$ cat src/hw/rtl/fq_pkg.sv
// fq_pkg: action and status codes, cell control types for the tag queue.
// No dependencies; imported by fq_cell, fifo_queue_with_cancel and the testbench.
package fq_pkg;

    localparam int IO_TAG_W = 32;

    typedef enum logic [1:0] {
        ACT_ENQUEUE = 2'd0,
        ACT_DEQUEUE = 2'd1,
        ACT_REMOVE  = 2'd2,
        ACT_CLEAR   = 2'd3
    } action_t;

    typedef enum logic [2:0] {
        ST_OK       = 3'd0,
        ST_NOT_INIT = 3'd1,
        ST_EMPTY    = 3'd2,
        ST_NO_ITEM  = 3'd3,
        ST_FULL     = 3'd4
    } status_t;

    typedef enum logic [1:0] {
        CELL_HOLD   = 2'd0,
        CELL_SHIFT  = 2'd1,
        CELL_REMOVE = 2'd2,
        CELL_LOAD   = 2'd3
    } cell_op_t;

    typedef struct packed {
        cell_op_t op;
        logic     live;
        logic     tail;
    } cell_ctl_t;

endpackage

$ cat src/hw/rtl/fq_cell.sv
// fq_cell: one queue slot; holds a tag, compares it to the search key and
// takes its neighbor's tag when the gap closes. Depends on fq_pkg.
module fq_cell #(
    parameter int TW = 32
) (
    input  logic              clk,
    input  fq_pkg::cell_ctl_t ctl,
    input  logic [TW-1:0]     key,
    input  logic [TW-1:0]     nbr_tag,
    input  logic              hit_in,
    output logic              hit_out,
    output logic [TW-1:0]     tag
);
    import fq_pkg::*;

    logic [TW-1:0] tag_reg;
    logic [TW-1:0] tag_next;
    logic          match;

    assign match   = ctl.live && (tag_reg == key);
    assign hit_out = hit_in || match;
    assign tag     = tag_reg;

    always_comb
    begin
        tag_next = tag_reg;
        case (ctl.op)
            CELL_SHIFT:  tag_next = nbr_tag;
            CELL_REMOVE: if (hit_out) tag_next = nbr_tag;
            CELL_LOAD:   if (ctl.tail) tag_next = key;
            default:     tag_next = tag_reg;
        endcase
    end

    always_ff @(posedge clk)
    begin
        tag_reg <= tag_next;
    end

endmodule

$ cat src/hw/rtl/fifo_queue_with_cancel.sv
// fifo_queue_with_cancel: order-keeping tag queue on a chain of DEPTH cells.
// Results: a transaction's result is registered when it is accepted.
// Throughput: one action per cycle while out_ready is high; the search hit ripples through the cell chain.
// Reset: occupancy, enable, and output valid clear; stored tags, status and head are not reset.
// Depends on fq_pkg and fq_cell.
module fifo_queue_with_cancel #(
    parameter int DEPTH     = 16,
    parameter int TAG_WIDTH = 32,
    localparam int CW       = $clog2(DEPTH + 1)
) (
    input  logic                        clk,
    input  logic                        rst_n,
    input  logic                        cfg_we,
    input  logic                        cfg_wdata,
    input  logic                        in_valid,
    output logic                        in_ready,
    input  logic [1:0]                  action,
    input  logic [fq_pkg::IO_TAG_W-1:0] item_tag,
    output logic                        out_valid,
    input  logic                        out_ready,
    output logic [2:0]                  status,
    output logic [fq_pkg::IO_TAG_W-1:0] head_tag,
    output logic [CW-1:0]               occupancy
);
    import fq_pkg::*;

    // Tags narrower than the port carry zeros above them; store only real bits.
    localparam int TW = (TAG_WIDTH < IO_TAG_W) ? TAG_WIDTH : IO_TAG_W;

    logic                enabled_reg;
    logic [CW-1:0]       count_reg, count_next;
    logic                out_valid_reg;
    status_t             status_reg, status_next;
    logic [IO_TAG_W-1:0] head_reg, head_next;

    logic                accept;
    action_t             act;
    cell_op_t            op;
    logic [TW-1:0]       key;
    logic [TW-1:0]       tags [DEPTH];
    logic [DEPTH:0]      hit;
    logic                full, empty;

    assign in_ready  = !out_valid_reg || out_ready;
    assign accept    = in_valid && in_ready;
    assign act       = action_t'(action);
    assign key       = item_tag[TW-1:0];
    assign full      = (count_reg == CW'(DEPTH));
    assign empty     = (count_reg == '0);
    assign out_valid = out_valid_reg;
    assign status    = status_reg;
    assign head_tag  = head_reg;
    assign occupancy = count_reg;

    // Decode the transaction into one command broadcast along the chain.
    always_comb
    begin
        op          = CELL_HOLD;
        count_next  = count_reg;
        status_next = ST_OK;
        head_next   = '0;
        if (!enabled_reg)
        begin
            status_next = ST_NOT_INIT;
        end
        else
        begin
            unique case (act)
                ACT_ENQUEUE:
                begin
                    if (full)
                        status_next = ST_FULL;
                    else
                    begin
                        op         = CELL_LOAD;
                        count_next = count_reg + 1'b1;
                    end
                end
                ACT_DEQUEUE:
                begin
                    if (empty)
                        status_next = ST_EMPTY;
                    else
                    begin
                        op         = CELL_SHIFT;
                        head_next  = IO_TAG_W'(tags[0]);
                        count_next = count_reg - 1'b1;
                    end
                end
                ACT_REMOVE:
                begin
                    // First hit and every cell behind it close the gap.
                    op = CELL_REMOVE;
                    if (hit[DEPTH])
                        count_next = count_reg - 1'b1;
                    else
                        status_next = ST_NO_ITEM;
                end
                ACT_CLEAR:
                begin
                    count_next = '0;
                end
                default:
                begin
                    count_next = count_reg;
                end
            endcase
        end
    end

    assign hit[0] = 1'b0;

    genvar gi;
    generate
        for (gi = 0; gi < DEPTH; gi++)
        begin : g_cell
            cell_ctl_t     ctl;
            logic [TW-1:0] nbr;

            assign ctl.op   = accept ? op : CELL_HOLD;
            assign ctl.live = (count_reg > CW'(gi));
            assign ctl.tail = (count_reg == CW'(gi));

            if (gi == DEPTH - 1)
            begin : g_last
                assign nbr = tags[gi];
            end
            else
            begin : g_mid
                assign nbr = tags[gi + 1];
            end

            fq_cell #(
                .TW(TW)
            ) u_cell (
                .clk     (clk),
                .ctl     (ctl),
                .key     (key),
                .nbr_tag (nbr),
                .hit_in  (hit[gi]),
                .hit_out (hit[gi + 1]),
                .tag     (tags[gi])
            );
        end
    endgenerate

    // Hold control state; advance occupancy and result on each transaction.
    always_ff @(posedge clk or negedge rst_n)
    begin
        if (!rst_n)
        begin
            enabled_reg   <= 1'b0;
            count_reg     <= '0;
            out_valid_reg <= 1'b0;
        end
        else
        begin
            if (cfg_we)
                enabled_reg <= cfg_wdata;
            if (accept)
            begin
                count_reg     <= count_next;
                out_valid_reg <= 1'b1;
            end
            else if (out_ready)
            begin
                out_valid_reg <= 1'b0;
            end
        end
    end

    always_ff @(posedge clk)
    begin
        if (accept)
        begin
            status_reg <= status_next;
            head_reg   <= head_next;
        end
    end

    a_count_bound: assert property (@(posedge clk) disable iff (!rst_n)
        count_reg <= CW'(DEPTH))
        else $error("occupancy above depth");

    a_full_flag: assert property (@(posedge clk) disable iff (!rst_n)
        accept && enabled_reg && act == ACT_ENQUEUE && full
        |=> status_reg == ST_FULL && $stable(count_reg))
        else $error("enqueue into full queue not flagged");

    a_deq_count: assert property (@(posedge clk) disable iff (!rst_n)
        accept && enabled_reg && act == ACT_DEQUEUE && !empty
        |=> count_reg == $past(count_reg) - 1'b1)
        else $error("dequeue did not drop occupancy");

    a_disabled: assert property (@(posedge clk) disable iff (!rst_n)
        accept && !enabled_reg |=> status_reg == ST_NOT_INIT && $stable(count_reg))
        else $error("action taken while disabled");

endmodule

$ cat config.mk
export PLATFORM = sky130hd
export DESIGN_NAME = fifo_queue_with_cancel
export DESIGN_NICKNAME = d
export VERILOG_FILES = /design/src/hw/rtl/fq_pkg.sv /design/src/hw/rtl/fq_cell.sv /design/src/hw/rtl/fifo_queue_with_cancel.sv
export SDC_FILE = /design/constraint.sdc
export NUM_CORES = 1
export LEC_CHECK = 0
export ABC_AREA = 1
export BUFFER_PORTS_ARGS = -buffer_cell sky130_fd_sc_hd__buf_2
export CAP_MARGIN = 0
export CORE_MARGIN = 2
export CORE_UTILIZATION = 55
export DETAILED_ROUTE_END_ITERATION = 6
export GPL_TIMING_DRIVEN = 0
export PLACE_DENSITY = 0.71
export SYNTH_ARGS = -nofsm -noshare
export SYNTH_HDL_FRONTEND = slang
export SYNTH_HIERARCHICAL = 1
export SYNTH_SLANG_ARGS = --single-unit
$ cat constraint.sdc
create_clock -name clk -period 10.4 [get_ports clk]
set_clock_uncertainty 0.15 [all_clocks]
set_input_delay 0 -clock clk [delete_from_list [all_inputs] [get_ports clk]]
set_output_delay 0 -clock clk [all_outputs]
set_load 0.02 [all_outputs]
==> results.md <==
* Initial antenna violation count at 0
* CTS Buffer Depth at 3
* First-pass GRT wire length at around 140 mm
* Commonest non-fill, non-tap cells in the layout: 1254 x nand2_1, 753 x inv_1, 547 x edfxtp_1
* Die width at 249.9 microns
* Largest net degree at the start of global routing at 36
* Die area at about 62000 sq um
* Max reg flops at 512
* Port bufs at 81
* Initial Util at around 55%
* TritonCTS Buffers at 60
* Number of global-route vias before repair at between 20000 and 30000
* Power per cell area at 155.9 nW/um^2
* Fill cells at 5230
* Fin crit period at 5.522 ns
* Synth warn at 6
* GR Util All Layers at 27.78%
* CP max stage delay at just over 0.7 ns
* CTS Hold Bufs at 27
* Setup TNS at 0 ns
* Placed instance area at 34800 sq um
* Post-DP HPWL at around 60 mm
* Detailed Routing Iterations Pass 1 at 6
* Total wire length at between 80 and 90 mm
* Crit start category: register
* Crit share post-route at 53.10%
* Leakage power at between 15 and 20 nW
* ANT cells at 0
* Core Rows at 90
* CTS H-tree depth at 2
* Peak VDD IR at roughly 0.16 mV
* Most common cell after layout, fill and taps aside: nand2_1
* # DRC at 0
* Max cap viols at 0
* Final Cell Area at 36880 sq um
* Final nets at roughly 4300
* Clock Latency Late Sink at ~0.65 ns
* Post-cts sizing count at 0
* Antenna violation net count after detailed routing at 0
* Clk sink count at 554
* Layout cells sized above 1 at 13.62%
* Crit path max-delay family: simple AND/OR/NAND/NOR gates
* Slowest-stage cell, CP: nor2_4
* CP Buf/Inv Count at 16
* Area growth, synth to finish at 10.88%
* Mapped Avg Cell Area at a little over 8 sq um
* Core Area at 60020 sq um
* Fmax at 181.1 MHz
* Detailed Route Iter0 Violations at just over 2000
* I/O Pins at 82
* Clock root cell: clkbuf_16
* Critical path fanouts, max at 32
* Routed vias at 26420
* Finish-stage setup viols at 0
* Worst slew margin at 14.48%
* Unrepaired setup endpoints after global routing: false
* Grt ovf at 0
* Die height at 249.9 microns
* Syn Std Cell Area at 33260 sq um
* Synth Instances at 4029
* Crit path arrival time at 5.63 ns
* Setup CP Type: register to register
* Post-CTS Setup Bufs at 0
* Vias per cell at approximately 5.2
* Status: finished clean
* Final Max Slew Viols at 0
* CTS tree: built
* Setup crit end kind: register
* Final hold vios at 0
* Core Util, Final at 61.44%
* Mapped Nets at 4079
* Worst-path clk slew at 0.06 ns
* Req. time, crit path at 10.51 ns
* Wire per inst at 17.37 microns
* Slew @ Worst Pin at roughly 1.3 ns
* #FFs+latches synth at 554
* Placer Congestion at 0.8574
* Min-Delay Path Class: input pin to register
* Unique cell type count in the Yosys netlist at 35
* Sequential area share after synthesis at 49.92%
Yosys cell counts (all sizes together):
cell type | instances | area share, %
dfrtp | 7 | 0.53
o31ai | 1 | 0.023
or2 | 67 | 1.3
ha | 10 | 0.38
xor2 | 16 | 0.42
a21boi | 16 | 0.36
edfxtp | 547 | 49
o21ai | 410 | 6.2
a211oi | 2 | 0.045
mux2 | 144 | 4.9
o22ai | 1 | 0.019
nor3 | 4 | 0.060
inv | 754 | 8.5
xnor2 | 144 | 3.8
conb | 1 | 0.011
nand2 | 1305 | 15
a21oi | 8 | 0.12
buf | 70 | 1.2
nor2 | 301 | 3.9
clkbuf | 33 | 0.38
nand4 | 67 | 1.3
nand3 | 121 | 2.1
final cells by class:
| class | count | area, sq um | area share, % |
|---|---|---|---|
| inverters | 754 | 2830 | 7.675 |
| flip-flops and latches | 554 | 16600 | 45.02 |
| clock buffers | 75 | 1558 | 4.224 |
| multi-input cells | 2618 | 13420 | 36.38 |
| clock inverters | 38 | 250.2 | 0.6786 |
| well taps | 782 | 978.4 | 2.653 |
| repair buffers | 110 | 730.7 | 1.981 |
| plain buffers | 103 | 513.0 | 1.391 |
tightest hold or removal path: cells and delay by family:
| kind | cells | cell delay [ns] |
|---|---|---|
| compound gates | 1 | 0.09 |
| buf+inv | 2 | 0.56 |
cells by family (layout without fill, tap and decap cells):
group                    after synthesis  count (layout)  synth area share (%)
flip-flops                           554             554                 49.92
other                                  1               1               0.01128
AND/OR/NAND/NOR                     1865            1865                 23.82
adder cells (fa/ha/maj)               10              10                0.3762
XOR/XNOR                             160             160                 4.214
buffers and inverters                857            1080                 10.05
multiplexers                         144             144                 4.876
AO/OA/AOI/OAI                        438             438                 6.738
layer usage:
layer / share of wire [%] / global-route usage, % / routed length, microns / vias up
li1: - / - / - / 13110
met1: 41 / 34.06 / 35650 / 12350
met2: 50 / 49.84 / 43980 / 727
met3: 5.1 / 3.275 / 4454 / 230
met4: 3.8 / 11.10 / 3343 / 0
met5: 0 / 0 / 0 / -
where the power goes:
part	total, mW	switching [mW]	internal, mW	leakage (nW)
Clock	2.01	0.906	1.11	0.890
Sequential	2.76	0.116	2.65	5.13
Combinational	0.973	0.640	0.333	11.0
Total	5.75	1.66	4.09	17.1
per-stage QoR:
stage          total power [mW]  std cells  hold slack (ns)  worst slack [ns]
2_1_floorplan             3.422       4029          -0.4456             5.696
3_3_place_gp              3.739       4892          -0.3072             3.249
3_5_place_dp              3.760       4894          -0.3029             4.945
4_1_cts                   5.784       5034         0.002205             4.900
5_1_grt                   5.980       5034          0.05201             4.472
6_report                  5.750       5034          0.04034             4.878
final timing paths:
check,startpoint,to,slack (ns),cells past startpoint
min reg2reg,g_cell[8].u_cell/tag[23],g_cell[7].u_cell/tag[23],0.44,2
min,item_tag[2],g_cell[14].u_cell/tag[2],0.04,3
min in group asynchronous,rst_n,occupancy[3],0.19,3
max,occupancy[0],g_cell[15].u_cell/tag[10],4.88,42
max reg2reg,occupancy[0],g_cell[15].u_cell/tag[10],4.88,42
max in group asynchronous,rst_n,out_valid,9.63,3
(Power assumes the default switching activity.)
